`config.mk`:
```
export PLATFORM = sky130hd
export DESIGN_NAME = lsb_stego_embed_extract
export DESIGN_NICKNAME = d
export VERILOG_FILES = /design/src/hw/rtl/lse_pkg.sv /design/src/hw/rtl/lse_cfg_regs.sv /design/src/hw/rtl/lse_step.sv /design/src/hw/rtl/lsb_stego_embed_extract.sv
export SDC_FILE = /design/constraint.sdc
export NUM_CORES = 1
export LEC_CHECK = 0
export BUFFER_PORTS_ARGS = -buffer_cell sky130_fd_sc_hd__buf_4
export CAP_MARGIN = 20
export CORE_MARGIN = 2
export CORE_UTILIZATION = 65
export DETAILED_ROUTE_END_ITERATION = 8
export PLACE_DENSITY_LB_ADDON = 0.3
export SLEW_MARGIN = 20
export SYNTH_ARGS = -nofsm -noshare
export SYNTH_HDL_FRONTEND = slang
export SYNTH_SLANG_ARGS = --single-unit
```
`constraint.sdc`:
```
create_clock -name clk -period 11.95 [get_ports clk]
set_clock_uncertainty 0.05 [all_clocks]
set_input_delay 0.5975 -clock clk [delete_from_list [all_inputs] [get_ports clk]]
set_output_delay 0.5975 -clock clk [all_outputs]
set_load 0.03 [all_outputs]
```
`src/hw/rtl/lse_pkg.sv`:
```
// Shared types and constants for the LSB stego embed/extract block.
package lse_pkg;

  localparam int unsigned LEN_BITS       = 32;
  localparam int unsigned LEN_IDX_BITS   = $clog2(LEN_BITS);
  localparam int unsigned POS_BITS       = 40;
  localparam int unsigned GRP_BITS       = POS_BITS - 3;
  localparam int unsigned SKIP_BITS      = 16;
  localparam int unsigned CFG_DATA_BITS  = 32;
  localparam int unsigned CFG_IDX_BITS   = 2;
  localparam int unsigned EMB_IDX_BITS   = 5;
  localparam logic [SKIP_BITS-1:0] SKIP_RESET = 16'd24;

  localparam logic [CFG_IDX_BITS-1:0] CFG_MODE         = 2'd0;
  localparam logic [CFG_IDX_BITS-1:0] CFG_HEADER_SKIP  = 2'd1;
  localparam logic [CFG_IDX_BITS-1:0] CFG_EMBED_LENGTH = 2'd2;

  typedef enum logic [1:0] {
    KIND_COVER  = 2'd0,
    KIND_MSG    = 2'd1,
    KIND_LENGTH = 2'd2
  } kind_t;

  typedef struct packed {
    logic                     mode;
    logic [SKIP_BITS-1:0]     header_skip;
    logic [CFG_DATA_BITS-1:0] embed_length;
  } cfg_t;

  typedef struct packed {
    logic [POS_BITS-1:0] pos;
    logic [LEN_BITS-1:0] length_shift;
    logic [7:0]          bit_shift;
    logic [7:0]          payload_latch;
  } state_t;

  typedef struct packed {
    logic                     has_result;
    kind_t                    kind;
    logic [7:0]               data_byte;
    logic [CFG_DATA_BITS-1:0] found_length;
    logic                     last_byte;
  } res_t;

endpackage

```
`src/hw/rtl/lse_cfg_regs.sv`:
```
// Configuration register bank: mode, header skip and embed length.
module lse_cfg_regs (
  input  logic                                 clk,
  input  logic                                 rst,
  input  logic                                 cfg_write_en,
  input  logic [lse_pkg::CFG_IDX_BITS-1:0]     cfg_index,
  input  logic [lse_pkg::CFG_DATA_BITS-1:0]    cfg_data,
  output lse_pkg::cfg_t                        cfg
);

  always_ff @(posedge clk) begin
    if (rst) begin
      cfg.mode         <= 1'b0;
      cfg.header_skip  <= lse_pkg::SKIP_RESET;
      cfg.embed_length <= '0;
    end else if (cfg_write_en) begin
      unique case (cfg_index)
        lse_pkg::CFG_MODE:         cfg.mode <= cfg_data[0];
        lse_pkg::CFG_HEADER_SKIP:  cfg.header_skip <= cfg_data[lse_pkg::SKIP_BITS-1:0];
        lse_pkg::CFG_EMBED_LENGTH: cfg.embed_length <= cfg_data;
        default: ;
      endcase
    end
  end

endmodule

```
`src/hw/rtl/lse_step.sv`:
```
// Per-byte step logic: region decode, LSB embed and bit collection.
module lse_step (
  input  lse_pkg::cfg_t    cfg,
  input  logic             frame_start,
  input  logic [7:0]       cover_byte,
  input  logic [7:0]       payload_byte,
  input  lse_pkg::state_t  st,
  output lse_pkg::state_t  st_next,
  output lse_pkg::res_t    res
);

  localparam logic [lse_pkg::POS_BITS-1:0] POS_MAX = {lse_pkg::POS_BITS{1'b1}};

  logic [lse_pkg::POS_BITS-1:0]     pos_cur;
  logic [lse_pkg::LEN_BITS-1:0]     ls_cur;
  logic [lse_pkg::LEN_BITS-1:0]     ls_new;
  logic [7:0]                       bs_cur;
  logic [7:0]                       bs_new;
  logic [lse_pkg::POS_BITS-1:0]     skip_ext;
  logic [lse_pkg::POS_BITS-1:0]     hdr_end;
  logic [lse_pkg::LEN_IDX_BITS-1:0] field_idx;
  logic [lse_pkg::EMB_IDX_BITS-1:0] emb_idx;
  logic [lse_pkg::POS_BITS-1:0]     msg_off;
  logic [lse_pkg::GRP_BITS-1:0]     grp;
  logic [2:0]                       k;
  logic [lse_pkg::LEN_BITS-1:0]     len_masked;
  logic [7:0]                       latch_use;
  logic                             in_msg_emb;
  logic                             in_msg_ext;
  logic                             is_last;

  always_comb begin
    pos_cur    = frame_start ? '0 : st.pos;
    ls_cur     = frame_start ? '0 : st.length_shift;
    bs_cur     = frame_start ? '0 : st.bit_shift;
    skip_ext   = lse_pkg::POS_BITS'(cfg.header_skip);
    hdr_end    = skip_ext + lse_pkg::POS_BITS'(lse_pkg::LEN_BITS);
    field_idx  = lse_pkg::LEN_IDX_BITS'(pos_cur - skip_ext);
    emb_idx    = lse_pkg::EMB_IDX_BITS'(lse_pkg::LEN_BITS - 1)
               - lse_pkg::EMB_IDX_BITS'(field_idx);
    msg_off    = pos_cur - hdr_end;
    grp        = msg_off[lse_pkg::POS_BITS-1:3];
    k          = msg_off[2:0];
    len_masked = cfg.embed_length[lse_pkg::LEN_BITS-1:0];
    latch_use  = (k == 3'd0) ? payload_byte : st.payload_latch;
    ls_new     = {ls_cur[lse_pkg::LEN_BITS-2:0], cover_byte[0]};
    bs_new     = {bs_cur[6:0], cover_byte[0]};
    in_msg_emb = grp < lse_pkg::GRP_BITS'(len_masked);
    in_msg_ext = grp < lse_pkg::GRP_BITS'(ls_cur);
    is_last    = ({1'b0, grp} + (lse_pkg::GRP_BITS + 1)'(1))
               == (lse_pkg::GRP_BITS + 1)'(ls_cur);

    st_next.pos           = (pos_cur == POS_MAX) ? pos_cur : pos_cur + 1'b1;
    st_next.length_shift  = ls_cur;
    st_next.bit_shift     = bs_cur;
    st_next.payload_latch = st.payload_latch;

    res = '0;
    res.kind = lse_pkg::KIND_COVER;

    if (pos_cur < skip_ext) begin
      if (cfg.mode) begin
        res.has_result = 1'b1;
        res.data_byte  = cover_byte;
      end
    end else if (pos_cur < hdr_end) begin
      if (cfg.mode) begin
        res.has_result = 1'b1;
        res.data_byte  = {cover_byte[7:1], cfg.embed_length[emb_idx]};
      end else begin
        st_next.length_shift = ls_new;
        if (field_idx == lse_pkg::LEN_IDX_BITS'(lse_pkg::LEN_BITS - 1)) begin
          res.has_result   = 1'b1;
          res.kind         = lse_pkg::KIND_LENGTH;
          res.found_length = lse_pkg::CFG_DATA_BITS'(ls_new);
        end
      end
    end else begin
      if (cfg.mode) begin
        if (k == 3'd0) begin
          st_next.payload_latch = payload_byte;
        end
        res.has_result = 1'b1;
        res.data_byte  = in_msg_emb ? {cover_byte[7:1], latch_use[3'd7 - k]} : cover_byte;
      end else if (in_msg_ext) begin
        st_next.bit_shift = bs_new;
        if (k == 3'd7) begin
          res.has_result = 1'b1;
          res.kind       = lse_pkg::KIND_MSG;
          res.data_byte  = bs_new;
          res.last_byte  = is_last;
        end
      end
    end
  end

endmodule

```
`src/hw/rtl/lsb_stego_embed_extract.sv`:
```
// Top level of the LSB stego embed/extract block.
//
// Cover bytes enter on the input channel (in_valid/in_ready), one request per
// byte, with frame_start on the first byte of each image. Results leave on the
// output channel (out_valid/out_ready): kind 0 is a cover byte (embed mode),
// kind 1 a recovered message byte with last_byte on the final one, kind 2 the
// decoded 32-bit length. Bytes that give no result are absorbed silently.
// A request passes through the input register, then the step logic feeding
// the result register. One byte is accepted every cycle while the receiver
// keeps up; the position counter, collected length and byte shifters update
// as each request leaves the input register. When the receiver stalls, the
// result register holds and the input register fills; in_ready falls only
// once both are occupied. Configuration is written by the user only while
// idle, through cfg_write_en/cfg_index/cfg_data; the block does not enforce
// this. Reset empties both registers, clears position and shifters, and sets
// mode to extract, header skip to 24 and embed length to 0.
module lsb_stego_embed_extract (
  input  logic                              clk,
  input  logic                              rst,
  input  logic                              cfg_write_en,
  input  logic [lse_pkg::CFG_IDX_BITS-1:0]  cfg_index,
  input  logic [lse_pkg::CFG_DATA_BITS-1:0] cfg_data,
  input  logic                              in_valid,
  output logic                              in_ready,
  input  logic                              frame_start,
  input  logic [7:0]                        cover_byte,
  input  logic [7:0]                        payload_byte,
  output logic                              out_valid,
  input  logic                              out_ready,
  output logic [1:0]                        kind,
  output logic [7:0]                        data_byte,
  output logic [31:0]                       found_length,
  output logic                              last_byte
);

  lse_pkg::cfg_t   cfg;
  lse_pkg::state_t st;
  lse_pkg::state_t st_next;
  lse_pkg::res_t   res;
  lse_pkg::res_t   out_res;

  logic       a_valid;
  logic       a_frame_start;
  logic [7:0] a_cover;
  logic [7:0] a_payload;
  logic       a_go;

  lse_cfg_regs u_cfg (
    .clk          (clk),
    .rst          (rst),
    .cfg_write_en (cfg_write_en),
    .cfg_index    (cfg_index),
    .cfg_data     (cfg_data),
    .cfg          (cfg)
  );

  lse_step u_step (
    .cfg          (cfg),
    .frame_start  (a_frame_start),
    .cover_byte   (a_cover),
    .payload_byte (a_payload),
    .st           (st),
    .st_next      (st_next),
    .res          (res)
  );

  assign a_go     = a_valid && (!out_valid || out_ready);
  assign in_ready = !a_valid || a_go;

  // input register
  always_ff @(posedge clk) begin
    if (rst) begin
      a_valid <= 1'b0;
    end else if (in_ready) begin
      a_valid <= in_valid;
    end
  end

  always_ff @(posedge clk) begin
    if (in_valid && in_ready) begin
      a_frame_start <= frame_start;
      a_cover       <= cover_byte;
      a_payload     <= payload_byte;
    end
  end

  // running state
  always_ff @(posedge clk) begin
    if (rst) begin
      st <= '0;
    end else if (a_go) begin
      st <= st_next;
    end
  end

  // result register
  always_ff @(posedge clk) begin
    if (rst) begin
      out_valid <= 1'b0;
    end else if (a_go) begin
      out_valid <= res.has_result;
    end else if (out_ready) begin
      out_valid <= 1'b0;
    end
  end

  always_ff @(posedge clk) begin
    if (a_go) begin
      out_res <= res;
    end
  end

  assign kind         = out_res.kind;
  assign data_byte    = out_res.data_byte;
  assign found_length = out_res.found_length;
  assign last_byte    = out_res.last_byte;

endmodule

```
==> results.md <==
- Most common cell in the netlist: nand2_1
- Largest cells by area after synthesis: dfxtp_1, edfxtp_1, ha_1
- Post-route minimum period: 6540 ps
- Cell family with most CP delay: compound AO/OA/AOI/OAI gates
- VDD IR max: roughly 90 µV
- CTS root buf: clkbuf_16
- Worst Path Buf+Inv: 1
- Ant. Diodes: 0
- Initial antenna violation count: 0
- Largest net degree at the start of global routing: 81
- Hold buffers post-CTS: 0
- Multi-input logic area: 8570 µm²
- Syn Area/Cell: 8.16 µm²
- Hold Vio Cnt, Final: 0
- CP most frequent cell: nor2b_1
- DRT iter0 DRCs: 1299
- Post-CTS Resized: 0
- TritonCTS clock tree: done
- Crit path arrival time: 6690 ps
- Synth top area share: 0.200
- Total grt overflow: 0
- Critical path type: reg -> reg
- Worst EP required: between 10000 and 15000 ps
- Clk buf depth: 2
- Final setup viols: 0
- Die Wd: approximately 150 µm
- Fillcell total: 1662
- Simple-Gate Fraction of Synth Area: 0.277
- RSZ-0062 raised after global routing: false
- FMAX: between 150 and 200 MHz
- Post-Synth Adder-Cell Area: 0.0867
- Slew margin rel.: 0.208
- Core area: 21000 µm²
- Post-layout util: 0.730
- GPL Wtd Cong: 0.963
- Slowest CP cell: a2111oi_0
- Ys async rst share: 0
- Num rows: 53
- Share of layout cells above drive strength 1: 0.109
- Max cap viols: 0
- Post-Route WL: 42400 µm
- Starting Density: 0.658
- Worst stage delay on the critical path: 920 ps
- Fin crit share: 0.548
- Post-synth top cells: nand2_1, nor2_1, dfxtp_1, a21oi_1, ha_1
- Mapped cell area: 13800 µm²
- Storage element area: 4560 µm²
- Max Slew Vio Count: 0
- Dpl cell area: around 15000 µm²
- Post-Route Setup TNS: 0 ps
- WL per Instance: between 20 and 25 µm
- HP Class: in -> reg
- Vias in the first global route: 12409
- Setup bufs post-CTS: 0
- Via count: 13275
- Cells after DPL: 2001
- CTS Sinks: 198
- Ports: 101
- Htree depth: 4
- All-Layer GR Usage: 0.379
- Critical-path cell list: buf_4 -> nor2b_1 -> ha_1 -> a21oi_2 -> nand2_1 -> o21ai_1 -> a21boi_0 -> nor2b_1 -> ha_1 -> a21o_1 -> a21o_1 -> a21oi_1 -> nor2b_1 -> o21ai_0 -> nand2b_1 -> a2111oi_0 -> nor4_1 -> nor4b_1 -> a32oi_1 -> or2_2 -> a32o_1
- Largest area contributor in the netlist: dfxtp_1
- First-pass GRT wire length: 66300 µm
- Critical Path Source Type: flop
- Crit-path max FO: 36
- # DRC: 0
- Layout Nets: approximately 1900
- Synth Flop Type: dfxtp_1
- Largest family of logic cells by synthesized area: simple AND/OR/NAND/NOR gates
- Post-synth EDFFs: 60
- XOR/XNOR Fraction of Synth Area: 0.0595
- Worst-Margin Slew: 1160 ps
- Fin area: 15300 µm²
- Synthesis-stage register bit count: 198
- Non-Filler Instances: 2033
- DR pass1 iterations: 6
- Post-Synthesis Cells: 1690
- Area grow syn2layout: 10.8%
- Total die area: 22400 µm²
- Pwr dens: 96.1 nW/µm²
- Status: finished clean
- Die height: 150 µm
- Yosys warning count: 0
- Worst Setup End Kind: flop
- Leakage: approximately 5.7 nW
- Total CTS buffers: 17
- IO Port Bufs: 100
- Clock Pin Slew Worst Setup and Hold Paths: approximately 80 ps
- Clk_lat worst skew: 450 ps
- Synthesized Nets: about 1800
- Via/cell ratio: between 6 and 7
- Multiplexer area fraction after synthesis: 0.0320
- DRT antenna net count: 0
- DP HPWL: 31900 µm
- Part of the Yosys area used for sequential elements: 0.331
- Post-synth cell types: 94
- Synth Area in Compound Gates: 0.166
## report_power, final
group          switching (mW)  internal (mW)  leakage (nW)  total, mW
Clock                   0.309          0.284         0.292      0.593
Sequential            0.00879          0.707          1.67      0.715
Combinational           0.102         0.0580          3.72      0.160
## layout make-up
cell class              count  share of cell area
clock buffers              17              0.0278
clock inverters            15              0.0117
inverters                  91              0.0223
multi-input cells        1323               0.561
flip-flops and latches    198               0.299
well taps                 275              0.0225
repair buffers            114              0.0565
## layer usage
layer	global-route usage	part of all wire	vias up
met5	0	0	-
met4	0.143	0.035	0
met3	0.0671	0.087	124
met2	0.634	0.48	741
met1	0.491	0.40	6249
li1	-	-	6161
## path summary, 6_finish.rpt
kind	from	to	slack (ps)	depth (start not counted)
setup / recovery	a_frame_start$_DFFE_PP_	data_byte[0]$_DFFE_PP_	5410	21
hold / removal	payload_byte[0]	a_payload[0]$_DFFE_PP_	270	1
setup reg to reg	a_frame_start$_DFFE_PP_	data_byte[0]$_DFFE_PP_	5410	21
hold reg to reg	u_cfg.cfg[17]$_SDFFE_PP0P_	u_cfg.cfg[17]$_SDFFE_PP0P_	410	2
## metrics by stage
stage	power, mW	setup WS [ps]	hold WS, ps
6_report	1.47	5410	270
2_1_floorplan	0.829	5200	386
5_1_grt	1.51	5010	260
3_3_place_gp	0.881	5750	395
3_5_place_dp	0.886	5610	398
4_1_cts	1.46	5550	267
## sequential cells by signal, indices dropped and copies added (netlist names)
signal         cells
a_cover            8
last_byte          1
a_payload          8
found_length      32
kind               2
st                87
a_frame_start      1
out_valid          1
data_byte          8
u_cfg.cfg         49
a_valid            1
## worst register-to-register path, delay by kind of cell, from the launching register on
family          cells  cell delay, ps
buf+inv             1             250
flops               1             380
fa+ha+maj           2             790
simple gates        8            2330
compound gates     10            2510
## cells in the final DEF (no fill, tap or decap), types with 19 or more instances in the layout
cell	netlist	layout
nor2_1	192	191
edfxtp_1	60	60
nand4_1	39	39
dfxtp_1	138	138
o21ai_0	42	42
a21o_1	27	27
buf_4	2	113
nor4_1	19	19
inv_1	90	89
a21oi_1	113	113
xnor2_1	57	57
nand3_1	47	47
nand2_1	233	233
xor2_1	27	27
a22oi_1	19	19
nor2b_1	57	57
nor3_1	42	42
ha_1	94	94
## cells by family (layout without fill, tap and decap cells)
family,count (synthesis),count (layout)
multiplexers,31,31
AO/OA/AOI/OAI,342,342
AND/OR/NAND/NOR,767,767
buffers and inverters,169,237
adder cells (fa/ha/maj),95,95
XOR/XNOR,88,88
flip-flops,198,198
Power figures use the tool's default switching activity.
